<file path="config.mk">
export PLATFORM = sky130hd
export DESIGN_NAME = frame_register_slave
export DESIGN_NICKNAME = d
export VERILOG_FILES = /design/src/hw/rtl/frs_pkg.sv /design/src/hw/rtl/frs_ctrl.sv /design/src/hw/rtl/frs_datapath.sv /design/src/hw/rtl/frame_register_slave.sv
export SDC_FILE = /design/constraint.sdc
export NUM_CORES = 1
export LEC_CHECK = 0
export ABC_AREA = 1
export BUFFER_PORTS_ARGS = -buffer_cell sky130_fd_sc_hd__buf_2
export CAP_MARGIN = 20
export CELL_PAD_IN_SITES_DETAIL_PLACEMENT = 0
export CELL_PAD_IN_SITES_GLOBAL_PLACEMENT = 1
export CORE_MARGIN = 3
export CORE_UTILIZATION = 50
export CTS_BUF_LIST = sky130_fd_sc_hd__clkbuf_4 sky130_fd_sc_hd__clkbuf_8
export DETAILED_ROUTE_END_ITERATION = 10
export PLACE_DENSITY = 0.83
export SLEW_MARGIN = 5
export SYNTH_ARGS = -nofsm -noshare
export SYNTH_HDL_FRONTEND = slang
export SYNTH_SLANG_ARGS = --single-unit
</file>
<file path="constraint.sdc">
create_clock -name clk -period 10.1 [get_ports clk]
set_input_delay 2.525 -clock clk [delete_from_list [all_inputs] [get_ports clk]]
set_output_delay 2.525 -clock clk [all_outputs]
set_load 0.01 [all_outputs]
</file>
<file path="src/hw/rtl/frs_pkg.sv">
`timescale 1ns / 1ps

package frs_pkg;

  // Fixed field widths and limits of the frame interface.
  localparam int REG_COUNT_DEF = 64;
  localparam int PAYLOAD_MAX   = 32;
  localparam int RESULT_LIMIT  = 32;

  // Command codes carried in the low seven bits of the control byte.
  localparam logic [6:0] OP_PING  = 7'h01;
  localparam logic [6:0] OP_PONG  = 7'h02;
  localparam logic [6:0] OP_WRITE = 7'h03;
  localparam logic [6:0] OP_READ  = 7'h04;
  localparam logic [6:0] OP_ACK   = 7'h05;

  // Bit of the control byte that asks for a write acknowledge.
  localparam int ACK_FLAG_BIT = 7;

  typedef struct packed {
    logic [7:0] frame_source;
    logic [7:0] frame_control;
    logic [5:0] frame_len;
    logic [4:0] byte_pos;
    logic [7:0] byte_value;
    logic       last_byte;
  } frs_req_t;

  typedef struct packed {
    logic [7:0] reply_dest;
    logic [6:0] reply_cmd;
    logic [5:0] reply_len;
    logic [7:0] reply_byte;
    logic       has_byte;
    logic       reply_last;
  } frs_rsp_t;

  // Kind of reply frame pending after the last item of a request.
  typedef enum logic [1:0] {
    KIND_NONE   = 2'd0,
    KIND_SINGLE = 2'd1,
    KIND_READ   = 2'd2
  } frs_kind_t;

  // Controller to datapath.
  typedef struct packed {
    logic take;   // request transaction accepted this cycle
    logic fetch;  // read the register store for the current reply byte
    logic load;   // load the next reply item into the output register
  } frs_cmd_t;

  // Datapath to controller.
  typedef struct packed {
    frs_kind_t kind;
    logic      out_free;
    logic      item_last;
    logic      next_mem;
  } frs_stat_t;

  typedef enum logic [3:0] {
    ST_IDLE   = 4'b0001,
    ST_DECIDE = 4'b0010,
    ST_FETCH  = 4'b0100,
    ST_SEND   = 4'b1000
  } frs_state_t;

endpackage

</file>
<file path="src/hw/rtl/frs_ctrl.sv">
`timescale 1ns / 1ps

module frs_ctrl (
  input  logic              clk,
  input  logic              rst,
  input  logic              req_valid,
  output logic              req_ready,
  input  frs_pkg::frs_stat_t stat,
  output frs_pkg::frs_cmd_t  cmd
);
  import frs_pkg::*;

  frs_state_t state;
  frs_state_t state_next;

  always_ff @(posedge clk) begin
    if (rst) begin
      state <= ST_IDLE;
    end else begin
      state <= state_next;
    end
  end

  always_comb begin
    state_next = state;
    cmd        = '0;
    req_ready  = 1'b0;
    case (state)
      ST_IDLE: begin
        req_ready = 1'b1;
        if (req_valid) begin
          cmd.take   = 1'b1;
          state_next = ST_DECIDE;
        end
      end
      ST_DECIDE: begin
        if (stat.kind == KIND_NONE) begin
          state_next = ST_IDLE;
        end else begin
          state_next = ST_SEND;
        end
      end
      ST_FETCH: begin
        cmd.fetch  = 1'b1;
        state_next = ST_SEND;
      end
      ST_SEND: begin
        if (stat.out_free) begin
          cmd.load = 1'b1;
          if (stat.item_last) begin
            state_next = ST_IDLE;
          end else if (stat.next_mem) begin
            state_next = ST_FETCH;
          end else begin
            state_next = ST_SEND;
          end
        end
      end
      default: begin
        state_next = ST_IDLE;
      end
    endcase
  end

endmodule

</file>
<file path="src/hw/rtl/frs_datapath.sv">
`timescale 1ns / 1ps

module frs_datapath #(
  parameter int REG_COUNT = frs_pkg::REG_COUNT_DEF
) (
  input  logic               clk,
  input  logic               rst,
  input  frs_pkg::frs_req_t  req,
  input  frs_pkg::frs_cmd_t  cmd,
  output frs_pkg::frs_stat_t stat,
  output logic               rsp_valid,
  input  logic               rsp_ready,
  output frs_pkg::frs_rsp_t  rsp
);
  import frs_pkg::*;

  localparam int AW = (REG_COUNT > 1) ? $clog2(REG_COUNT) : 1;
  localparam logic [9:0] REG_LIMIT = 10'(REG_COUNT);

  // Frame header state.
  logic [7:0] latched_start;
  logic [7:0] latched_count;
  logic       frame_ok;

  // Pending reply.
  frs_kind_t  kind;
  logic [7:0] dest;
  logic [6:0] rcmd;
  logic [5:0] rlen;
  logic [5:0] k;

  // Register store with a written bit per entry; an unwritten entry reads as zero.
  logic [7:0]           mem [REG_COUNT];
  logic [REG_COUNT-1:0] written;
  logic [7:0]           rdata;
  logic                 rd_ok;

  logic [6:0] cmd_code;
  logic       len_ok;
  logic       byte_hit;
  logic [4:0] pos_off;
  logic [9:0] sum_hdr;
  logic [8:0] widx;
  logic       we;
  logic [7:0] start_next;
  logic [7:0] count_next;
  logic       ok_next;
  logic [8:0] n_reply;
  frs_kind_t  kind_next;
  logic [6:0] rcmd_next;
  logic [5:0] rlen_next;
  logic [8:0] raddr;
  logic [7:0] send_byte;

  assign cmd_code = req.frame_control[6:0];
  assign len_ok   = ({1'b0, req.frame_len} <= 7'(PAYLOAD_MAX));
  assign byte_hit = len_ok && (req.frame_len != 6'd0) && ({1'b0, req.byte_pos} < req.frame_len);
  assign pos_off  = req.byte_pos - 5'd2;
  assign sum_hdr  = {2'b00, latched_start} + {2'b00, req.byte_value};
  assign widx     = {1'b0, latched_start} + {4'b0000, pos_off};

  always_comb begin
    start_next = latched_start;
    count_next = latched_count;
    ok_next    = frame_ok;
    we         = 1'b0;
    if (byte_hit) begin
      if (req.byte_pos == 5'd0) begin
        start_next = req.byte_value;
        ok_next    = 1'b0;
      end else if (req.byte_pos == 5'd1) begin
        count_next = req.byte_value;
        ok_next    = (sum_hdr <= REG_LIMIT);
      end else if (cmd_code == OP_WRITE && frame_ok &&
                   ({3'b000, pos_off} < latched_count) && ({1'b0, widx} < REG_LIMIT)) begin
        we = 1'b1;
      end
    end
  end

  // Reply decision on the last item of a frame, from the header state after this item.
  assign n_reply = {1'b0, count_next} + 9'd2;

  always_comb begin
    kind_next = KIND_NONE;
    rcmd_next = rcmd;
    rlen_next = '0;
    if (len_ok && req.last_byte) begin
      case (cmd_code)
        OP_PING: begin
          kind_next = KIND_SINGLE;
          rcmd_next = OP_PONG;
        end
        OP_WRITE: begin
          if (req.frame_len >= 6'd2 && ok_next && req.frame_control[ACK_FLAG_BIT]) begin
            kind_next = KIND_SINGLE;
            rcmd_next = OP_ACK;
          end
        end
        OP_READ: begin
          if (req.frame_len == 6'd2 && ok_next && n_reply <= 9'(PAYLOAD_MAX) &&
              n_reply <= 9'(RESULT_LIMIT)) begin
            kind_next = KIND_READ;
            rcmd_next = OP_READ;
            rlen_next = n_reply[5:0];
          end
        end
        default: begin
          kind_next = KIND_NONE;
        end
      endcase
    end
  end

  always_ff @(posedge clk) begin
    if (rst) begin
      latched_start <= '0;
      latched_count <= '0;
      frame_ok      <= 1'b0;
      kind          <= KIND_NONE;
      written       <= '0;
    end else if (cmd.take) begin
      latched_start <= start_next;
      latched_count <= count_next;
      frame_ok      <= ok_next;
      kind          <= kind_next;
      if (we) begin
        written[widx[AW-1:0]] <= 1'b1;
      end
    end
  end

  always_ff @(posedge clk) begin
    if (cmd.take) begin
      dest <= req.frame_source;
      rcmd <= rcmd_next;
      rlen <= rlen_next;
    end
  end

  // Byte index of the reply: start, count, then one register per step.
  always_ff @(posedge clk) begin
    if (cmd.take) begin
      k <= '0;
    end else if (cmd.load) begin
      k <= k + 6'd1;
    end
  end

  assign raddr = {1'b0, latched_start} + {3'b000, k - 6'd2};

  always_ff @(posedge clk) begin
    if (cmd.take && we) begin
      mem[widx[AW-1:0]] <= req.byte_value;
    end
    if (cmd.fetch) begin
      rdata <= mem[raddr[AW-1:0]];
      rd_ok <= ({1'b0, raddr} < REG_LIMIT) && written[raddr[AW-1:0]];
    end
  end

  always_comb begin
    if (kind != KIND_READ) begin
      send_byte = '0;
    end else if (k == 6'd0) begin
      send_byte = latched_start;
    end else if (k == 6'd1) begin
      send_byte = latched_count;
    end else if (rd_ok) begin
      send_byte = rdata;
    end else begin
      send_byte = '0;
    end
  end

  assign stat.kind      = kind;
  assign stat.out_free  = !rsp_valid || rsp_ready;
  assign stat.item_last = (kind == KIND_SINGLE) || ((k + 6'd1) == rlen);
  assign stat.next_mem  = (kind == KIND_READ) && (k != 6'd0);

  // Output register: holds one reply item until the receiver takes it.
  always_ff @(posedge clk) begin
    if (rst) begin
      rsp_valid <= 1'b0;
    end else if (cmd.load) begin
      rsp_valid <= 1'b1;
    end else if (rsp_ready) begin
      rsp_valid <= 1'b0;
    end
  end

  always_ff @(posedge clk) begin
    if (cmd.load) begin
      rsp.reply_dest <= dest;
      rsp.reply_cmd  <= rcmd;
      rsp.reply_len  <= rlen;
      rsp.reply_byte <= send_byte;
      rsp.has_byte   <= (kind == KIND_READ);
      rsp.reply_last <= stat.item_last;
    end
  end

endmodule

</file>
<file path="src/hw/rtl/frame_register_slave.sv">
`timescale 1ns / 1ps

// Channel   Direction  Handshake             Payload
// req       in         req_valid/req_ready   frs_req_t: one received payload byte and header
// rsp       out        rsp_valid/rsp_ready   frs_rsp_t: one reply item
//
// A request item that ends no reply is accepted in IDLE and decided in DECIDE.
// A PING or acknowledged WRITE passes IDLE, DECIDE and SEND up to the loaded reply.
// A READ reply streams count + 2 items; register bytes pass FETCH, for the store
// read port, and then SEND, which loads the item into the output register.
// Reset clears the register store through one written bit per entry, so the
// block is ready in the first cycle after reset. A stalled reply holds the
// sequencer; the output register lets the next request enter once the last
// reply item of a frame is loaded.

module frame_register_slave #(
  parameter int REG_COUNT = frs_pkg::REG_COUNT_DEF
) (
  input  logic              clk,
  input  logic              rst,
  input  logic              req_valid,
  output logic              req_ready,
  input  frs_pkg::frs_req_t req,
  output logic              rsp_valid,
  input  logic              rsp_ready,
  output frs_pkg::frs_rsp_t rsp
);
  import frs_pkg::*;

  // The controller sequences each transaction; the datapath holds the header
  // state, the register store and the output register.
  frs_cmd_t  cmd;
  frs_stat_t stat;

  frs_ctrl u_ctrl (
    .clk       (clk),
    .rst       (rst),
    .req_valid (req_valid),
    .req_ready (req_ready),
    .stat      (stat),
    .cmd       (cmd)
  );

  frs_datapath #(
    .REG_COUNT (REG_COUNT)
  ) u_datapath (
    .clk       (clk),
    .rst       (rst),
    .req       (req),
    .cmd       (cmd),
    .stat      (stat),
    .rsp_valid (rsp_valid),
    .rsp_ready (rsp_ready),
    .rsp       (rsp)
  );

endmodule

</file>
==> reports/metrics.cfg, run 1 <==
[outcome]
outcome = finished clean

[pwr]
intPower_w = 0.00425
vdd_drop_max_mv = 0.0993
pwr-share-clk = 0.417
finalPower_w = 0.00548
power_frac_seq = 0.541
power_leakage_nw = 10.7
comb_power_share = 0.042
p_per_area_nw_per_um2 = 179
switching_power_w = 0.00123
switching_share = 0.224

[die]
start_util = 0.509
ios = 73
row_count = 85
coreArea_um2 = 54100
dieArea_um2 = 58000
die_y_um = 241
chipWidth_um = 241

[clock_network]
postCtsSetupBuffers = 0
root_buffer = clkbuf_8
hold_buffers = 0
clock_sinks = 659
htree_num_levels = 3
cts_resized = 0
tritoncts = done
cts_inserted_buffers = 103
clockBufferDepth = 3
clk_latency_ns = 0.71
clkSlewWorstSetupHoldPaths_ns = 0.06

[synthesis]
yosys.cell_types.count = 52
synthArstFlopShare = 0
yosys_warnings = 0
ys_seq_area_frac = 0.684
synth-seq-cells = 659
synth_edf_count = 565
syn_inst = 2376
syn_area_um2 = 27600
synth_area_per_cell_um2 = 11.6
ys.flop_type = edfxtp_1

[grt]
antenna_found_initial = 2
grt_pass1_vias = 18700
grt.total_usage = 0.265
grt_pass1_wl_um = 114000
gr-total-overflow = 0
grt_max_degree = 117

[cells_and_area]
final_area_um2 = 30600
synthToLayoutAreaGrowth_pct = 11.2
layout.nets = 2521
layout-drive-gt1-share = 0.126

[timing]
finalHoldViolations = 0
fmax_mhz = 187
setup_viol = 0
period_needed_ns = 5.35
fin_skew_ns = 0.0278
finalMaxSlewViolations = 0
setup_tns_ns = 0
tightestPinTransition_ns = 1.04
holdWs_ns = 0.420
fin_crit_sh = 0.529
rsz0062_at_grt = no
relSlewSlack = 0.309

[setup_path]
worstPathArrival_ns = 5.67
crit_buf_inv = 4
worst-setup-path-type = in2reg
critPathRequiredTime_ns = 10.42
cp_max_fo = 9
crit_slowest_cell = nor2_1
path_cells = buf_2 -> inv_1 -> ha_1 -> inv_1 -> ha_1 -> inv_1 -> nor2_1 -> o21ai_0 -> nand2_1 -> nand2_1 -> nor2_1 -> nand2_1 -> nand4_1 -> nor2_1 -> o21ai_2 -> nor2_4 -> nand2_2 -> nor2_1
r2r_setup_slack_ns = 5.34
cpLargestDelayFamily = simple AND/OR/NAND/NOR gates
start_kind = input pin
end_kind = flip-flop
path_common_cell = nor2_1
worst_path_largest_cell_delay_ns = 0.77

[placed_design]
post-dp-hpwl_um = 46400
numPortBuffers = 68
placed_cell_area_um2 = 28500
routabilityCongestion = 0.906

[job]
maxCapViolCount = 0

[routing]
ant_nets = 0
drc = 0
drt_wl_total_um = 76800
vias_per_cell = 5.97
first_iter_violations = 2204
wire_per_inst_um = 23.8
first_pass_iters = 6
vias = 19300

[worst_hold_path]
hold_path.class = reg2reg

-- logic make-up after synthesis --
kind of cell	count (synthesis)	share of synthesized area
DFF	659	0.684
other	1	0.000136
and+or+nand+nor	771	0.116
xor gates and xnor gates	21	0.00749
adders and majority gates	37	0.0176
buffers and inverters	245	0.0351
AOI/OAI and AO/OA	642	0.139
-- placed cells by master, fill, tap and decap left out, drive strengths merged, types with 6 or more instances in the layout --
cell      n
o22ai    64
nor3      8
edfxtp  565
a221oi    8
o21a     64
nand2   241
inv     109
a211oi   10
nor2    400
a21oi    80
o221ai   64
buf      98
a31oi     8
xor2     15
clkinv   34
xnor2     6
ha       34
dfxtp    94
nand4     8
nand3   105
clkbuf  151
o21ai   326
-- cell usage after synthesis (all sizes together), types with 2 or more instances --
master  count  area (um2)
ha         34         425
buf        35         180
a32o        4        40.0
xnor2       6        52.6
nand2     241         940
o21ai     326        1640
xor2       15         154
nor2      400        1550
o21a       64         480
nor4        2        12.5
or2         3        18.8
a32oi       4        35.0
nor3        8        40.0
dfxtp      94        1880
nand4       8        65.1
a221oi      8        70.1
fa          3        60.1
o211ai      3        22.5
edfxtp    565       17000
a31oi       8        50.1
o21bai      2        15.0
nand3     105         548
a211oi     10        80.1
clkbuf    103         387
o221ai     64         561
inv       106         398
a21boi      3        26.3
a21oi      80         400
nand3b      3        22.5
o22ai      64         400
-- sequential cells by signal, summed over array words and instances (netlist names), 3 cells and up --
name / flops
u_datapath.dest: 8
u_datapath.latched_count: 8
u_ctrl.state: 4
u_datapath.written: 64
u_datapath.mem: 512
u_datapath.rcmd: 3
u_datapath.rdata: 8
u_datapath.rlen: 6
u_datapath.rsp: 27
u_datapath.latched_start: 8
u_datapath.k: 6
-- worst register-to-register path, cell delays in order (launching register included) --
cell	delay (ns)
dfxtp_1	0.59
ha_4	0.20
inv_1	0.04
fa_4	0.81
inv_4	0.54
buf_4	0.78
a21oi_1	0.25
a221oi_1	0.35
o21ai_0	0.25
nand3_1	0.25
o21ai_0	0.24
nand2_1	0.12
nand2_1	0.06
nor2_1	0.11
-- metrics by stage --
stage,instances,worst slack (ns),utilization
2_1_floorplan,2379,5.07,-
3_3_place_gp,3034,4.16,0.526
3_5_place_dp,3034,4.12,0.526
4_1_cts,3227,4.88,0.565
5_1_grt,3229,4.62,0.566
6_report,3230,4.75,0.566
-- routing by layer --
metal,global-route usage,up-vias,part of all wire
met4,0.107,0,0.038
met2,0.422,961,0.47
met3,0.0583,187,0.087
met5,0,-,0
li1,-,8769,-
met1,0.359,9381,0.41
-- power by group through the flow --
stage,clock network (W),registers (W),logic (W)
after floorplan,0,0.00302,0.000115
after global placement,0,0.00302,0.000227
after detailed placement,0,0.00302,0.000228
after CTS,0.00231,0.00297,0.000229
after global routing,0.00245,0.00297,0.000250
final,0.00228,0.00297,0.000230
-- final cells by class --
class | instances | area, um2
diodes | 2 | 5.00
clock buffers | 151 | 1820
clock inverters | 42 | 292
fillers | 4430 | 23500
inverters | 107 | 409
multi-input cells | 1475 | 7790
flip-flops and latches | 659 | 18800
well taps | 696 | 871
repair buffers | 98 | 591
-- final timing paths --
path                      start                    end  cells past startpoint
min reg2reg  u_datapath.dest[2]     u_datapath.rsp[25]                      0
min          u_datapath.dest[2]     u_datapath.rsp[25]                      0
max                     req[10]  u_datapath.mem[20][2]                     18
max reg2reg     u_datapath.k[0]       u_datapath.rd_ok                     13
(Power assumes the default switching activity.)
==> run 2, diff against run 1 <==
Settings changed: CORE_UTILIZATION 50 to 48, PLACE_DENSITY 0.83 to 0.84.
Clock period 10.1 ns to 4.3 ns, I/O delays scaled along.
==> run 2 against run 1 <==
Largest power group unchanged. Setup slack got worse by 4.4 ns. Sequential power rose by 130%. Hold slack got worse by 0.0044 ns. Largest cell class unchanged. Via count rose by 4.3%. Sequential share of layout area is 1.8 points lower.
==> reports/metrics.cfg, run 2 (synthesized netlist as in run 1, its figures left out) <==
[setup_path]
r2r_end = u_datapath.rdata[3]
r2r_setup_slack_ns = 0.37
critPathRequiredTime_ns = 4.71
startpoint = u_datapath.k[1]
worst_path_largest_cell_delay_ns = 0.67
worst-setup-path-type = reg2reg
cp_max_fo = 38
worstPathArrival_ns = 4.35
ff2ff_path_depth = 11
path_cells = inv_1 -> ha_1 -> inv_1 -> ha_1 -> xor2_4 -> inv_2 -> o221ai_1 -> nand3_1 -> a21oi_1 -> a211oi_1 -> a31oi_1
r2r_start = u_datapath.k[1]
end_kind = flip-flop
crit_slowest_cell = inv_2
start_kind = flip-flop

[placed_design]
routabilityCongestion = 0.936
post-dp-hpwl_um = 48200
place_ws_ns = 0.0864
numPortBuffers = 68
placed_cells = 3185

[job]
maxCapViolCount = 0

[cells_and_area]
fin_util = 0.558
final_common_cell = edfxtp_1
largest_reg_flops = 512
layout-drive-gt1-share = 0.156
multi_input_area_um2 = 7790
instances_no_fill = 3378
final_cell_mix = edfxtp_1 (565), nor2_1 (393), o21ai_0 (320), nand2_1 (229), clkbuf_8 (121)
seq_area_um2 = 18800
synthToLayoutAreaGrowth_pct = 14.6
nFillCells = 4742
layout.nets = 2610

[routing]
first_pass_iters = 6
ant_nets = 0
first_iter_violations = 2687
wire_per_inst_um = 23.1
drt_wl_total_um = 78100
drc = 0
vias_per_cell = 5.96
vias = 20100

[timing]
fin_crit_sh = 0.914
tightestPinTransition_ns = 1.11
finalMaxSlewViolations = 0
fmax_mhz = 254
finalHoldViolations = 0
period_needed_ns = 3.93
relSlewSlack = 0.263
rsz0062_at_grt = no
fin_skew_ns = 0.0395
worst_slack_ns = 0.368
setup_viol = 0
setup_tns_ns = 0

[grt]
grt_pass1_vias = 19200
grt_pass1_wl_um = 117000
antenna_found_initial = 1
gr-total-overflow = 0
grt_max_degree = 137
grt.total_usage = 0.258

[outcome]
outcome = finished clean

[worst_hold_path]
hold_path.class = reg2reg
hp-start = u_datapath.dest[2]
hold_depth = 0
worst_hold_path.endpoint = u_datapath.rsp[25]

[clock_network]
hold_buffers = 0
tritoncts = done
clkSlewWorstSetupHoldPaths_ns = 0.07
cts_resized = 0
clk_latency_ns = 0.72
root_buffer = clkbuf_8
clock_sinks = 659
clockBufferDepth = 3
htree_num_levels = 3
postCtsSetupBuffers = 0
cts_inserted_buffers = 102

[die]
row_count = 87
chipWidth_um = 246
dieArea_um2 = 60300
coreArea_um2 = 56600
ios = 73
start_util = 0.487
die_y_um = 246

[pwr]
p_per_area_nw_per_um2 = 416
power_leakage_nw = 11.2
vdd_drop_max_mv = 0.240
finalPower_w = 0.0131

[run 2: through the flow]
| stage | cell area (um2) | hold WS, ns |
|---|---|---|
| 3_3_place_gp | 29300 | 0.400 |
| 2_1_floorplan | 27600 | 0.400 |
| 5_1_grt | 31600 | 0.422 |
| 6_report | 31600 | 0.415 |
| 4_1_cts | 31600 | 0.419 |
| 3_5_place_dp | 29300 | 0.405 |
[run 2: where the power goes]
group	internal (W)	switching [W]
Combinational	0.000133	0.000423
Clock	0.00315	0.00246
Sequential	0.00695	0.0000141
[run 2: metal layers]
layer,GRT usage,up-vias,wire length (um)
li1,-,8954,-
met1,0.349,9684,31100
met2,0.397,1231,35300
met3,0.0596,258,8000
met4,0.121,0,3730
met5,0,-,0
[run 2: worst max path at each step]
stage	end	slack (ns)	cells after the start
3_5_place_dp	u_datapath.mem[59][6]	0.09	18
5_1_grt	u_datapath.rd_ok	0.29	13
6_report	u_datapath.rdata[3]	0.37	11
3_3_place_gp	u_datapath.mem[59][2]	0.15	18
4_1_cts	u_datapath.rdata[7]	0.53	11
2_1_floorplan	u_datapath.mem[13][0]	0.72	17
[run 2: final cells by class]
type / instances / area share
Clock inverter: 43 / 0.0117
Timing Repair Buffer: 188 / 0.0421
Sequential cell: 659 / 0.597
Inverter: 107 / 0.0130
Tap cell: 756 / 0.0300
Clock buffer: 147 / 0.0589
Multi-Input combinational cell: 1475 / 0.247
Antenna cell: 3 / 0.000238
[run 2: critical path: cells and delay by family, from the launching register on]
kind	cells	cell delay [ns]
AOI/OAI and AO/OA	4	1.18
buffers and inverters	3	0.90
xor gates and xnor gates	1	0.20
adders and majority gates	2	0.69
and+or+nand+nor	1	0.18
DFF	1	0.45
